File: src/jss_rsp_queue.sv
// jss_rsp_queue: two-entry result queue in front of the result channel
// no package dependencies; used by jacobi_stencil_sweep
module jss_rsp_queue #(
   parameter int ENTRY_BITS = 100
) (
   input  logic                  clock,
   input  logic                  reset,
   input  logic                  push_a,
   input  logic [ENTRY_BITS-1:0] entry_a,
   input  logic                  push_b,
   input  logic [ENTRY_BITS-1:0] entry_b,
   input  logic                  out_stall,
   output logic                  out_valid,
   output logic [ENTRY_BITS-1:0] out_entry,
   output logic [1:0]            free_slots
);

   localparam logic [1:0] SLOTS = 2'd2;

   logic [ENTRY_BITS-1:0] head_ff, head_in;
   logic [ENTRY_BITS-1:0] tail_ff, tail_in;
   logic [1:0]            count_ff, count_in;
   logic                  pop;
   logic [1:0]            level;

   assign out_valid  = (count_ff != 2'd0);
   assign out_entry  = head_ff;
   assign pop        = out_valid && !out_stall;
   assign free_slots = 2'(SLOTS - count_ff + {1'b0, pop});

   // pop first, then append the first and second word of the cell
   always_comb begin
      head_in = head_ff;
      tail_in = tail_ff;
      level   = count_ff;
      if (pop) begin
         head_in = tail_ff;
         level   = 2'(level - 2'd1);
      end
      if (push_a) begin
         if (level == 2'd0) begin
            head_in = entry_a;
         end else begin
            tail_in = entry_a;
         end
         level = 2'(level + 2'd1);
      end
      if (push_b) begin
         if (level == 2'd0) begin
            head_in = entry_b;
         end else begin
            tail_in = entry_b;
         end
         level = 2'(level + 2'd1);
      end
      count_in = level;
   end

   always_ff @(posedge clock) begin
      if (reset) begin
         count_ff <= '0;
      end else begin
         count_ff <= count_in;
      end
   end

   always_ff @(posedge clock) begin
      head_ff <= head_in;
      tail_ff <= tail_in;
   end

`ifndef SYNTHESIS
   // never more words than slots
   a_count_bound: assert property (@(posedge clock) disable iff (reset)
      count_ff != 2'd3)
      else $error("result queue over capacity");

   // a push never overruns the space that was offered
   a_push_fits: assert property (@(posedge clock) disable iff (reset)
      (push_a || push_b) |-> ({1'b0, push_a} + {1'b0, push_b} <= free_slots))
      else $error("result queue push beyond free space");
`endif

endmodule
File: config.mk
export PLATFORM = sky130hd
export DESIGN_NAME = jss_rsp_queue
export DESIGN_NICKNAME = d
export VERILOG_FILES = /design/src/jss_rsp_queue.sv
export SDC_FILE = /design/constraint.sdc
export NUM_CORES = 1
export LEC_CHECK = 0
export BUFFER_PORTS_ARGS = -buffer_cell sky130_fd_sc_hd__buf_2
export CAP_MARGIN = 20
export CORE_ASPECT_RATIO = 1.1
export CORE_MARGIN = 2
export CORE_UTILIZATION = 42
export CTS_BUF_LIST = sky130_fd_sc_hd__clkbuf_4 sky130_fd_sc_hd__clkbuf_8
export DETAILED_ROUTE_END_ITERATION = 16
export GPL_ROUTABILITY_DRIVEN = 0
export GPL_TIMING_DRIVEN = 0
export MAX_ROUTING_LAYER = met4
export PLACE_DENSITY_LB_ADDON = 0.12
export SLEW_MARGIN = 25
export SYNTH_ARGS = -nofsm -noshare
export SYNTH_HDL_FRONTEND = slang
export SYNTH_SLANG_ARGS = --single-unit
File: constraint.sdc
create_clock -name clock -period 9.4 [get_ports clock]
set_clock_uncertainty 0.1 [all_clocks]
set_input_delay 2.35 -clock clock [delete_from_list [all_inputs] [get_ports clock]]
set_output_delay 2.35 -clock clock [all_outputs]
set_load 0.005 [all_outputs]
# Yosys cells after proc, flatten, opt, wreduce, memory -nomap -nowiden
# Cells that the tools add are included.
# classes
add_sub_neg	5
mux	12
reduce_logical	5
# op_table
operator	count
2-to-1 mux 100 bit	9
2-to-1 mux 2 bit	3
adder 2 x 1 -> 2 bit (second input constant)	2
zero test 2 bit	2
adder 2 x 1 -> 2 bit	1
nonzero test 2 bit	1
subtractor 2 x 1 -> 2 bit (second input constant)	1
subtractor 2 bit (first input constant)	1
logical AND 1 bit	1
zero test 1 bit	1
# totals
elab_cells	25
register_bits	202
out_inout_bits	103

# Logic depth before layout (Yosys ltp)
# logic_depth
ltp_word	8
depth_mapped	18

# Least setup slack after synthesis
# OpenSTA, ideal clock, no wires.
# synth_path
path_kind	input-to-output
start	in out_stall
end	out free_slots[1]
path_buffers	3
slack_ns	3.547
cell_stages	7
arrival_time_ns	3.403
path_cell_list	nor2_4 -> buf_6 -> inv_2 -> buf_2 -> buf_2 -> ha_1 -> xnor2_1
# synth_via
elab_chain_len	3
# synth_lines
item	line	source
from (decl)	12	input logic out_stall,
zero test 1 bit	28	assign pop = out_valid && !out_stall;
logical AND 1 bit	28	
adder 2 x 1 -> 2 bit	29	assign free_slots = 2'(SLOTS - count_ff + {1'b0, pop});
to (decl)	15	output logic [1:0] free_slots
# No other way between the ends.

# Worst setup path in the final report
# layout_path
start	in out_stall
end	out free_slots[0]
# Same word-level chain as after synthesis.

==> impl_results.md <==
- CTS sink count: 202
- Post-synthesis register bit count: 202
- Rel. slew slack: 43.9%
- Power Total: 0.00471 W
- Post-synthesis adder-cell area fraction: 0.363%
- Die Ht: 169 um
- Syn_area_per_cell: 10.2 um^2
- Placeable Area: 24300 um^2
- Final HPWL DP: 20900 um
- Die area: 25900 um^2
- Rows: 60
- Area growth syn-to-layout: 26.2%
- Most frequent CP cell: buf_2
- Slew Limit Fails: 0
- CTS tree: yes
- Tmin final: 6.43 ns
- Post-route ant nets: 0
- Fill cells: 2358
- Seq/Total Area, Yosys: 39.1%
- First-pass GRT wire length: 46800 um
- Ratio of cells with drive above 1 in the final layout: 51.5%
- Via count: 8480
- Die Width: 154 um
- Clock root cell: clkbuf_8
- Post-Synthesis Cells: 1014
- Distinct cells, synth: 31
- Crit. End Element: output port
- I/O pins: 308
- Grt ovf: 0
- Multiplexer area fraction after synthesis: 30.2%
- Nets@finish: 1569
- PortBufs: 306
- Htree depth: 2
- Via-per-instance ratio: 4.99
- Total CTS buffers: 39
- Syn Nets: 1222
- WL/cell: 17.5 um
- Initial antenna violation count: 8
- PostCTS Resize Cnt: 0
- Yosys warnings: 0
- Tightest Hold Check Type: flip-flop to flip-flop
- Slowest CP cell: buf_2
- Critical Path Max Stage Delay: 0.34 ns
- Run status: complete, no violations
- Worst vdd ir: 0.174 mV
- Setup bufs post-CTS: 0
- Mapped cell area: 10300 um^2
- Gr usage total: 23.2%
- Fmax: 0.156 GHz
- Synth Area in Compound Gates: 14.0%
- Power Dens Cells: 360 nW/um^2
- Pre-CTS setup slack: 2.68 ns
- Multi-input logic area: 5740 um^2
- Largest net degree at the start of global routing: 11
- CP Max Fanout: 10
- Fraction of the mapped netlist area in simple logic gates: 10.5%
- Endpoints failing setup: 0
- Total Wirelength: 29700 um
- Arr. time, crit path: 3.98 ns
- TNS Setup: 0 ns
- Startpoint Class: primary input
- Sequential cell area: 4040 um^2
- Worst EP required: 6.95 ns
- Least-Margin Pin Slew: 0.842 ns
- Clk slew on worst S/H paths: 0.06 ns
- Drt drc: 0
- CTS max path bufs: 3
- First DRT Iteration DRCs: 357
- Combinational family with the most area after synthesis: multiplexers
- DR pass1 iterations: 5
- RSZ-0062 raised after global routing: no
- Clock Latency Late Sink: 0.53 ns
- MaxCap Viol Count: 0
- WS Path Type: primary input to output port
- Vias in the first global route: 8787
- Effective utilization at floorplan: 42.5%
- Fin crit share: 68.4%
- Final Hold Viols: 0
- P_leak: 6.10 nW
- Setup ws final: 2.97 ns
- Post-Synth XOR/XNOR Area: 0.423%
- Hold_buf cts: 0
- Worst-path cell chain: buf_2 -> nor2_4 -> buf_6 -> inv_2 -> buf_2 -> buf_2 -> ha_1 -> inv_1 -> buf_2
worst paths after layout:
path / cells after the start / slack, ns / startpoint / end
max: 9 / 2.97 / out_stall / free_slots[0]
min: 2 / 0.42 / tail_ff[48] / tail_ff[48]
max reg2reg: 18 / 4.46 / count_ff[0] / tail_ff[98]
min reg2reg: 2 / 0.42 / tail_ff[48] / tail_ff[48]
cells by family after synthesis:
logic type / after synthesis
AOI/OAI and AO/OA: 207
adders and majority gates: 3
muxes: 300
xor gates and xnor gates: 5
DFF: 202
buffers and inverters: 84
and+or+nand+nor: 213
where the power goes:
part | leakage [nW] | internal (W) | switching (W) | total (W)
Clock | 0.410 | 0.000502 | 0.000373 | 0.000875
Sequential | 1.70 | 0.00133 | 0.000204 | 0.00153
Combinational | 3.99 | 0.00112 | 0.00118 | 0.00230
Total | 6.10 | 0.00294 | 0.00176 | 0.00471
critical path, delay by kind of cell:
family / cells / cell delay (ns)
buffers and inverters: 7 / 1.27
adders and majority gates: 1 / 0.28
and+or+nand+nor: 1 / 0.06
synthesized netlist by cell type:
| cell type | count | share of area, % |
|---|---|---|
| o31ai_2 | 1 | 0.12 |
| nor2_1 | 2 | 0.073 |
| nand2_2 | 100 | 6.0 |
| buf_6 | 2 | 0.22 |
| nor2_4 | 1 | 0.11 |
| mux2_2 | 100 | 11 |
| nand3b_1 | 1 | 0.073 |
| dfxtp_1 | 202 | 39 |
| ha_1 | 3 | 0.36 |
| nand2_1 | 104 | 3.8 |
| nand2_4 | 1 | 0.11 |
| nand4bb_1 | 1 | 0.11 |
| nor2b_1 | 1 | 0.060 |
| buf_2 | 7 | 0.34 |
| xnor2_1 | 5 | 0.42 |
| o21ai_2 | 100 | 8.5 |
| nor3_1 | 1 | 0.048 |
| inv_1 | 7 | 0.25 |
| mux2i_1 | 200 | 19 |
| clkbuf_1 | 38 | 1.4 |
| buf_4 | 9 | 0.65 |
| clkbuf_2 | 9 | 0.44 |
| buf_12 | 11 | 2.1 |
| o21ai_1 | 39 | 1.9 |
| a211oi_1 | 1 | 0.073 |
| a21bo_1 | 1 | 0.097 |
| a2111oi_4 | 1 | 0.27 |
| o21ai_0 | 62 | 3.0 |
| nor2_2 | 1 | 0.060 |
| inv_2 | 1 | 0.036 |
| a21oi_1 | 2 | 0.097 |
layout make-up:
class	instances	share of cell area, %
Antenna cell	9	0.173
Timing Repair Buffer	306	11.7
Sequential cell	202	31.0
Tap cell	310	2.97
Clock inverter	3	0.115
Clock buffer	59	5.74
Multi-Input combinational cell	728	44.0
Buffer	76	4.08
Inverter	8	0.230
per-stage QoR:
stage / instance area (um^2) / util (%) / hold WS, ns / instances
6_report: 13100 / 53.7 / 0.419 / 1701
5_1_grt: 13100 / 53.7 / 0.451 / 1700
4_1_cts: 13000 / 53.6 / 0.422 / 1692
3_5_place_dp: 12300 / 50.4 / 0.409 / 1630
3_3_place_gp: 12300 / 50.4 / 0.398 / 1630
2_1_floorplan: 10300 / - / 0.385 / 1014
per-layer routing:
metal	global-route usage [%]	vias up	wire, um
met5	-	-	0
li1	-	4265	-
met4	7.02	0	701
met3	5.84	45	1880
met1	29.0	3923	13300
met2	37.2	247	13800
flip-flops by register name, indices dropped and copies added (netlist names):
register / count
tail_ff: 100
count_ff: 2
out_entry: 100
cells in the final DEF, fill, tap and decap left out, drive strengths merged:
cell type / netlist / layout
clkbuf: 47 / 106
ha: 3 / 3
nand2: 205 / 205
a211oi: 1 / 1
nor2: 4 / 4
o31ai: 1 / 1
dfxtp: 202 / 202
inv: 8 / 8
xnor2: 5 / 5
a21oi: 2 / 2
o21ai: 201 / 201
nor2b: 1 / 1
buf: 29 / 335
diode: 0 / 9
a21bo: 1 / 1
clkinv: 0 / 3
a2111oi: 1 / 1
nand4bb: 1 / 1
nor3: 1 / 1
nand3b: 1 / 1
mux2: 100 / 100
mux2i: 200 / 200
No activity file was read; power rests on OpenSTA's default activity.
