<file path="src/jss_pkg.sv">
// jss_pkg: shared types and constants for the jacobi stencil sweep block
// no dependencies; imported by jss_relax and jacobi_stencil_sweep
package jss_pkg;

   // register widths fixed by the register map
   localparam int GRID_WIDTH_BITS  = 11;
   localparam int GRID_HEIGHT_BITS = 16;
   localparam int THRESHOLD_BITS   = 24;
   localparam int CSR_DATA_BITS    = 24;
   localparam int CSR_INDEX_BITS   = 2;

   // result field widths
   localparam int ROW_BITS    = 16;
   localparam int COLUMN_BITS = 10;

   // register indexes
   localparam logic [CSR_INDEX_BITS-1:0] CSR_GRID_WIDTH         = 2'd0;
   localparam logic [CSR_INDEX_BITS-1:0] CSR_GRID_HEIGHT        = 2'd1;
   localparam logic [CSR_INDEX_BITS-1:0] CSR_CONVERGE_THRESHOLD = 2'd2;

   // register reset values (threshold is 0.001 in Q3.21)
   localparam logic [GRID_WIDTH_BITS-1:0]  GRID_WIDTH_RESET  = 11'd64;
   localparam logic [GRID_HEIGHT_BITS-1:0] GRID_HEIGHT_RESET = 16'd64;
   localparam logic [THRESHOLD_BITS-1:0]   THRESHOLD_RESET   = 24'd2097;

   // smallest usable grid side
   localparam int MIN_GRID = 3;

   // per-cell decisions made when the word is taken in
   typedef struct packed {
      logic emit_above;   // row above is released by this cell
      logic emit_self;    // cell sits on the last row and goes out as well
      logic interior;     // the released cell is relaxed
      logic done;         // last cell of the grid
      logic clear_max;    // first cell of the grid
   } step_ctl_type;

endpackage

</file>
<file path="src/jss_relax.sv">
// jss_relax: five-point relaxation of one cell and the running maximum change
// depends on jss_pkg (step_ctl_type); used by jacobi_stencil_sweep
module jss_relax
   import jss_pkg::*;
#(
   parameter int VALUE_BITS = 24
) (
   input  logic                         clock,
   input  logic                         reset,
   input  logic                         advance,
   input  step_ctl_type                 ctl,
   input  logic signed [VALUE_BITS-1:0] cell_value,
   input  logic signed [VALUE_BITS-1:0] centre,
   input  logic signed [VALUE_BITS-1:0] left,
   input  logic signed [VALUE_BITS-1:0] right,
   input  logic signed [VALUE_BITS-1:0] up,
   output logic signed [VALUE_BITS-1:0] relaxed,
   output logic [VALUE_BITS-1:0]        max_change
);

   logic [VALUE_BITS-1:0]        max_ff;
   logic [VALUE_BITS-1:0]        max_in;
   logic signed [VALUE_BITS+1:0] sum;
   logic signed [VALUE_BITS+1:0] quarter;
   logic signed [VALUE_BITS-1:0] new_value;
   logic signed [VALUE_BITS:0]   diff;
   logic [VALUE_BITS:0]          abs_diff;
   logic [VALUE_BITS-1:0]        change;
   logic [VALUE_BITS-1:0]        max_base;

   // floor of the neighbour sum over four
   always_comb begin
      sum = (VALUE_BITS+2)'(left) + (VALUE_BITS+2)'(right)
          + (VALUE_BITS+2)'(up) + (VALUE_BITS+2)'(cell_value);
      quarter   = sum >>> 2;
      new_value = quarter[VALUE_BITS-1:0];
      relaxed   = ctl.interior ? new_value : centre;
   end

   // absolute change against the old value and the running maximum
   always_comb begin
      diff     = (VALUE_BITS+1)'(new_value) - (VALUE_BITS+1)'(centre);
      abs_diff = diff[VALUE_BITS] ? (VALUE_BITS+1)'(-diff) : (VALUE_BITS+1)'(diff);
      change   = abs_diff[VALUE_BITS-1:0];
      max_base = ctl.clear_max ? '0 : max_ff;
      max_in   = (ctl.interior && (change > max_base)) ? change : max_base;
   end

   always_ff @(posedge clock) begin
      if (reset) begin
         max_ff <= '0;
      end else if (advance) begin
         max_ff <= max_in;
      end
   end

   assign max_change = max_in;

endmodule

</file>
<file path="config.mk">
export PLATFORM = sky130hd
export DESIGN_NAME = jss_relax
export DESIGN_NICKNAME = d
export VERILOG_FILES = /design/src/jss_pkg.sv /design/src/jss_relax.sv
export SDC_FILE = /design/constraint.sdc
export NUM_CORES = 1
export LEC_CHECK = 0
export BUFFER_PORTS_ARGS = -buffer_cell sky130_fd_sc_hd__buf_2
export CAP_MARGIN = 20
export CORE_MARGIN = 2
export CORE_UTILIZATION = 56
export CTS_BUF_LIST = sky130_fd_sc_hd__clkbuf_8
export CTS_CLUSTER_DIAMETER = 120
export CTS_CLUSTER_SIZE = 25
export DETAILED_ROUTE_END_ITERATION = 16
export GPL_TIMING_DRIVEN = 0
export PLACE_DENSITY_LB_ADDON = 0.15
export SYNTH_ARGS = -nofsm -noshare
export SYNTH_HDL_FRONTEND = slang
export SYNTH_SLANG_ARGS = --single-unit
</file>
<file path="constraint.sdc">
create_clock -name clock -period 9.4 [get_ports clock]
set_input_delay 0 -clock clock [delete_from_list [all_inputs] [get_ports clock]]
set_output_delay 0 -clock clock [all_outputs]
set_load 0.05 [all_outputs]
</file>
# [After elaboration in Yosys (flattened, before gate mapping)]
# Index checks and enable logic that the tools add are counted.
[op_classes] n_addsub=5 order_cmp=1 n_mux=4 reduce_logical=1
[op_table] cell="$mux 24" count=4
[op_table] cell="$add 25x24->26" count=1
[op_table] cell="$add 26x24->26" count=1
[op_table] cell="$add 24x24->25" count=1
[op_table] cell="$sub 24x24->25" count=1
[op_table] cell="$gt 24x24->1" count=1
[op_table] cell="$neg 24->24" count=1
[op_table] cell="$logic_and 1x1->1" count=1
[totals] regBits=24 out_inout_bits=48 elab_cells=12

# [Longest topological paths before layout]
# Gate-level depths: netlist (run 1).
[logic_depth] word_depth=9 mapped_depth=38

# [Worst setup path after synthesis (run 1)]
# No wires, ideal clock.
[synth_timing] kind="input to register" start="input cell_value[2]" end="register max_ff[0]" setup_time_ns=0.080 arrival_ns=8.001 required_time_ns=9.320 setup_slack_ns=1.320 stages=34 cell_sequence="inv_1 fa_1 fa_1 inv_1 ha_1 and4b_1 o311ai_0 o211ai_1 o21ai_0 nor2b_1 o21bai_1 a21oi_1 xnor2_1 ha_1 nand2_1 o21ai_0 and2_1 a221oi_2 or4_1 or3_4 nor4_2 a31oi_1 xnor2_1 inv_1 ha_1 nand4_1 nor3_1 nand4_1 a21o_1 a21o_1 clkbuf_1 o21ai_0 nor2_1 nor3_1"
[synth_between] elab_chain_cells=7
[synth_lines] element="start, declared" line_no="jss_relax.sv:12" rtl="input logic signed [VALUE_BITS-1:0] cell_value,"
[synth_lines] element="$add 26x24->26 (*)" line_no="jss_relax.sv:34" rtl="+ (VALUE_BITS+2)'(up) + (VALUE_BITS+2)'(cell_value);"
[synth_lines] element="$sub 24x24->25 (*)" line_no="jss_relax.sv:42" rtl="diff = (VALUE_BITS+1)'(new_value) - (VALUE_BITS+1)'(centre);"
[synth_lines] element="$neg 24->24" line_no="jss_relax.sv:43" rtl="abs_diff = diff[VALUE_BITS] ? (VALUE_BITS+1)'(-diff) : (VALUE_BITS+1)'(diff);"
[synth_lines] element="$mux 24 (*)" line_no="jss_relax.sv:43"
[synth_lines] element="$gt 24x24->1" line_no="jss_relax.sv:46" rtl="max_in = (ctl.interior && (change > max_base)) ? change : max_base;"
[synth_lines] element="$logic_and 1x1->1" line_no="jss_relax.sv:46"
[synth_lines] element="$mux 24 (*)" line_no="jss_relax.sv:46"
[synth_lines] element="via max_change[0]" line_no="jss_relax.sv:18" rtl="output logic [VALUE_BITS-1:0] max_change"
[synth_lines] element="end signal, assigned" line_no="jss_relax.sv:53" rtl="max_ff <= max_in;"
[synth_lines] element="end, declared" line_no="jss_relax.sv:21" rtl="logic [VALUE_BITS-1:0] max_ff;"
# Mark *: on every way through the listed nets, which the timed path passes. The rest lies on a longest branch.
# A chain may end at the register's enable or synchronous reset.

# [Worst setup path after layout (run 1)]
[layout_timing] start="input cell_value[2]" end="output max_change[5]"
[layout_between] elab_chain_cells=7
[layout_lines] element="$add 26x24->26 (*)" line_no="jss_relax.sv:34"
[layout_lines] element="$sub 24x24->25 (*)" line_no="jss_relax.sv:42"
[layout_lines] element="$neg 24->24" line_no="jss_relax.sv:43"
[layout_lines] element="$mux 24 (*)" line_no="jss_relax.sv:43"
[layout_lines] element="$gt 24x24->1" line_no="jss_relax.sv:46"
[layout_lines] element="$logic_and 1x1->1" line_no="jss_relax.sv:46"
[layout_lines] element="$mux 24 (*)" line_no="jss_relax.sv:46"
[layout_lines] element="end, declared" line_no="jss_relax.sv:18"
# Mark *: on every way between the ends. The rest lies on a longest branch, timed or not.

==> key figures, run 1 <==
Clock tree
  – Clock H-tree levels: 1
  – Clk_lat worst skew: 0.28 ns
  – Clk buf depth: 2
  – Root Buffer: clkbuf_8
  – Hold buffer count at CTS: 0
  – Clock slew at the register clock pins of the worst setup and hold paths: about 0.09 ns
  – Clock Sinks: 24
  – CTS Buf Count: 3
  – CTS tree: done

Finish
  – Largest register FFs: 24
  – Commonest non-fill, non-tap cell in the layout: buf_2
  – Cell area after layout: 7800 um2
  – Layout Nets: between 1,000 and 1,500
  – Top flop regs: max_ff x24
  – Post-Route Utilization: 0.675
  – Share of cells above drive strength 1: 0.190
  – Most frequent cells in the layout: buf_2 (174), inv_1 (148), nor2_1 (92)
  – Diode count: 0
  – Synth-to-Final Area Change: 16.5%
  – Largest Register: max_ff

Critical path
  – Critical path peak fanout: 10
  – CP max stage cell: fa_1
  – CP Class: in2out
  – Crit path arrival time: around 8.7 ns
  – Required @ worst endpoint: ~9.4 ns
  – CP Capture Type: primary output
  – CP max stage delay: 0.59 ns
  – Element type at the critical path start: input port

Place
  – I/O Buffers: ~170
  – Hpwl dp: roughly 14,000 um
  – Placement Cell Area: a little under 8000 um2
  – RePlAce Congestion: roughly 0.88

Floorplanning
  – Die X: approximately 110 um
  – Core Area: around 12,000 um2
  – Area of the die: 12,900 um2
  – Number of placement rows: 39
  – I/O pins: 176
  – Die Height: between 100 and 150 um
  – Initial core utilization: 0.579

STA
  – Highest Clock Rate: 115 MHz
  – RSZ-0062 raised after global routing: no
  – Final hold vios: 0
  – Setup TNS: 0 ns
  – Final setup viols: 0
  – Max Slew Vio Count: 0
  – Post-route clock period utilization: 0.922
  – Tmin final: 8.67 ns
  – Slew @ Worst Pin: ~0.77 ns
  – Max_slew headroom: 0.483
  – Clk_skew: 0.00567 ns
  – Worst hold margin: about 0.25 ns

Drt
  – Wirelength per Cell: between 10 and 15 um
  – DR vias: between 6,000 and 7,000
  – Antenna Nets Post-Route: 0
  – Routed vias/inst: 5.59
  – Final wirelength: around 16,000 um
  – DRC Markers: 0
  – DRT iter0 DRCs: 363
  – First-pass DRT Iterations: 5

Synth
  – Cell Area, Synth: 6700 um2
  – Post-synthesis average cell area: approximately 7.3 um2
  – Warnings from Yosys: 0
  – Synth unique cells: 69
  – Ys async rst share: 0
  – Syn Inst Count: slightly above 900
  – Post-synthesis sequential area ratio: 0.0717
  – FF+latch count, synth: 24
  – Syn_nets: roughly 1,200
  – Top FF cell, synth: dfxtp_1
  – Number of flops mapped to enable cells by yosys: 0

Global routing
  – Wire length of the first global-routing pass: between 20,000 and 30,000 um
  – Initial antenna violation count: 0
  – Largest net degree at the start of global routing: 14
  – Total GRT Usage: 0.267
  – Vias in the first global route: 6,584
  – GRT overflow: 0

Flow run
  – Max Cap Viol: 0

Outcome
  – Status: completed

Min path
  – Type of the worst min-delay path: in2reg
==> worst max-delay path, delay by kind of cell <==
family / cells / cell delay (ns)
mux: 1 / 0.30
simple gates: 10 / 2.79
fa+ha+maj: 5 / 2.08
buf+inv: 6 / 1.07
compound gates: 10 / 2.00
xor+xnor: 2 / 0.42
==> cells in the mapped netlist, types with 19 or more instances <==
library cell | number | share of area
inv_1 | 148 | 0.083
nor2_1 | 92 | 0.052
ha_1 | 73 | 0.14
nand2_1 | 69 | 0.039
o21ai_0 | 59 | 0.044
a21oi_1 | 52 | 0.039
fa_1 | 50 | 0.15
a21o_1 | 37 | 0.041
xnor2_1 | 35 | 0.046
nand2b_1 | 31 | 0.029
o21a_1 | 30 | 0.034
dfxtp_1 | 24 | 0.072
clkbuf_1 | 19 | 0.011
==> worst paths after layout <==
kind                        end           from  slack (ns)  depth (start not counted)
hold reg to reg      max_ff[17]     max_ff[17]        0.47                          2
hold / removal        max_ff[2]        advance        0.25                          4
setup / recovery  max_change[5]  cell_value[2]        0.73                         34
setup reg to reg     max_ff[16]      max_ff[9]        6.16                         11
==> kinds of logic (layout without fill, tap and decap cells) <==
logic type | count (synthesis) | count (layout) | synth area share
compound gates | 250 | 250 | 0.252
xor+xnor | 52 | 52 | 0.0680
fa+ha+maj | 123 | 123 | 0.286
buf+inv | 176 | 349 | 0.0998
flops | 24 | 24 | 0.0717
mux | 11 | 11 | 0.0172
simple gates | 283 | 283 | 0.206
==> routing by layer <==
metal | global-route usage | vias to the layer above | share of wire
met5 | 0 | - | 0
met4 | 0.0423 | 0 | 0.013
met3 | 0.0311 | 18 | 0.059
met2 | 0.491 | 204 | 0.49
met1 | 0.342 | 3210 | 0.44
li1 | - | 3474 | -
==> final cells by class <==
| class | instances | area (um2) |
|---|---|---|
| clock buffers | 4 | 55.1 |
| well taps | 143 | 179 |
| repair buffers | 169 | 846 |
| inverters | 149 | 559 |
| fillers | 1068 | 3760 |
| plain buffers | 27 | 110 |
| multi-input cells | 719 | 5570 |
| flip-flops and latches | 24 | 480 |
==> through the flow <==
step | worst slack [ns] | instances
floorplan | 1.32 | 919
global placement | 0.183 | 1231
global route | 0.0212 | 1235
finish | 0.729 | 1235
detailed placement | 0.0151 | 1231
CTS | 0.282 | 1235
==> timing repair <==
action                     in CTS  in global routing
setup endpoints to repair       0                 48
resized for setup               0                  9
setup buffers                   0                  0
hold endpoints to repair        0                  0
Power of run 1 is not shown: default switching activity piles up to over one toggle a cycle in this logic, so the estimate is an artifact.
==> run 2: changes to the inputs <==
CORE_ASPECT_RATIO = 1.75   (was not set)
GPL_ROUTABILITY_DRIVEN = 0   (was not set)
==> run 2 against run 1 <==
Effect of this change:
- critical path depth up 2
- non-clock buffer count is the same
- setup slack got worse by 0.20 ns
- hold slack better by 0.0042 ns
- die area increased by 0.27%
- register-to-register slack worse by 0.14 ns
- global-route usage grew 0.30 points
- core utilization down 0.59 points
- clock-buffer cell count unchanged
- clock skew barely moved
- routed wire length rose by 5.8%
- first-iteration DRC count fell by 42%
- highest routed layer unchanged
==> key figures, run 2 (synthesis results as in run 1) <==
Global routing
  – Vias in the first global route: 6,832 (+3.8%)
  – GRT overflow: 0 (unchanged)
  – Global Route met3 Usage: 0.0266 (-0.00443)
  – Largest net degree at the start of global routing: 14 (unchanged)
  – Total GRT Usage: 0.270 (+0.00295)
  – Met2 layer usage reported by global route: 0.533 (+0.0421)
  – Initial antenna violation count: 0 (unchanged)
  – Met1 GRT Util: 0.266 (-0.0762)
  – Wire length of the first global-routing pass: 28,800 um (-0.90%)
  – Most Crowded Layer GR: met2

STA
  – Final hold vios: 0 (unchanged)
  – Post-route clock period utilization: 0.944 (+0.0211)
  – Final setup viols: 0 (unchanged)
  – Max Slew Vio Count: 0 (unchanged)
  – Highest Clock Rate: 113 MHz (-2.2%)
  – RSZ-0062 raised after global routing: no
  – Max_slew headroom: 0.446 (-0.0377)
  – Tmin final: 8.87 ns (+0.198 ns)
  – Slew @ Worst Pin: 0.826 ns (+0.0608 ns)
  – Clk_skew: 0.00611 ns (+0.000440 ns)
  – Setup TNS: 0 ns (unchanged)

Clock tree
  – Clock H-tree levels: 1 (unchanged)
  – Clk_lat worst skew: 0.28 ns (about the same)
  – CTS tree: done
  – Clock slew at the register clock pins of the worst setup and hold paths: 0.09 ns (about the same)
  – Root Buffer: clkbuf_8
  – Clk buf depth: 2 (unchanged)
  – CTS Buf Count: 3 (unchanged)
  – Clock Sinks: 24 (unchanged)
  – Post-CTS setup buffer count: 0 (unchanged)

Floorplanning
  – Die X: 86.7 um (-24%)
  – I/O pins: 176 (unchanged)
  – Number of placement rows: 52 (+33%)
  – Core Area: 11,600 um2 (+0.70%)
  – Die Height: 149 um (+31%)
  – Initial core utilization: 0.575 (-0.00404)
  – Area of the die: 12,900 um2 (+0.27%)

Drt
  – Routed vias/inst: 5.66 (+1.1%)
  – DRT iter0 DRCs: 211 (-42%)
  – Final wirelength: 17,400 um (+5.8%)
  – DR vias: 6,939 (+0.48%)
  – Antenna Nets Post-Route: 0 (unchanged)
  – First-pass DRT Iterations: 4 (-1)
  – Wirelength per Cell: 14.2 um (+6.5%)
  – DRC Markers: 0 (unchanged)

Finish
  – Layout Nets: 1,344 (unchanged)
  – Most frequent cells in the layout: buf_2 (174), inv_1 (148), nor2_1 (92)
  – Synth-to-Final Area Change: 16.3%
  – Largest Register: max_ff
  – Diode count: 0 (unchanged)
  – Filler Cell Count: 1,107 (+3.7%)
  – Commonest non-fill, non-tap cell in the layout: buf_2
  – Share of cells above drive strength 1: 0.188 (-0.00183)
  – Largest register FFs: 24 (unchanged)
  – Top flop regs: max_ff x24

Critical path
  – Crit path arrival time: 8.87 ns (+0.20 ns)
  – CP Class: in2out
  – CP Capture Type: primary output
  – Most frequent CP cell: a21oi_1
  – Required @ worst endpoint: 9.40 ns (about the same)
  – CP max stage delay: 0.57 ns (-0.02 ns)
  – Element type at the critical path start: input port
  – CP max stage cell: fa_1
  – Critical path peak fanout: 10 (unchanged)

Min path
  – Type of the worst min-delay path: in2reg

Flow run
  – Max Cap Viol: 0 (unchanged)

Outcome
  – Status: completed

Place
  – Hpwl dp: 15,200 um (+8.1%)
  – I/O Buffers: 169 (unchanged)
run 2: cell counts in the layout (fill, tap and decap cells not counted):
Identical to the previous run, type by type.
run 2: what timing repair did:
action	in CTS	in global routing
hold buffers	0	0
endpoints found under the setup margin	0	33
resized for setup	0	5
hold endpoints to repair	0	0
run 2: per-stage QoR:
step,hold WS (ns),setup slack [ns],utilization,area (um2),cells
after floorplan,0.296,1.32,-,6700,919
after global placement,0.422,0.156,0.662,7710,1223
after detailed placement,0.415,0.0408,0.662,7710,1223
after CTS,0.219,0.189,0.667,7770,1227
after global routing,0.264,0.0341,0.669,7790,1227
final,0.254,0.531,0.669,7790,1227
run 2: path summary, 6_finish.rpt:
| kind | slack (ns) | to | cells after the start | start |
|---|---|---|---|---|
| setup / recovery | 0.53 | max_change[22] | 36 | cell_value[2] |
| hold / removal | 0.25 | max_ff[2] | 4 | advance |
| setup reg to reg | 6.02 | max_ff[22] | 11 | max_ff[9] |
| hold reg to reg | 0.46 | max_ff[16] | 2 | max_ff[16] |
run 2: final cells by class:
class                           count  area (um2)  share of cell area
Clock buffer                        4        55.1             0.00707
Sequential cell                    24         480              0.0617
Timing Repair Buffer              169         846               0.109
Tap cell                          135         169              0.0217
Multi-Input combinational cell    719        5570               0.715
Inverter                          149         559              0.0718
Buffer                             27         109              0.0140
run 2: worst max-delay path, delay by kind of cell:
kind / cells / cell delay, ns
xor gates and xnor gates: 2 / 0.44
and+or+nand+nor: 9 / 2.22
AOI/OAI and AO/OA: 11 / 2.58
adders and majority gates: 5 / 1.91
buffers and inverters: 8 / 1.40
muxes: 1 / 0.30
run 2: layer usage:
metal / vias up / share of wire / wire [um]
li1: 3464 / - / -
met1: 3224 / 0.37 / 6380
met2: 192 / 0.54 / 9500
met3: 59 / 0.040 / 696
met4: 0 / 0.050 / 864
met5: - / 0 / 0
Power of run 2 is left out for the same reason.
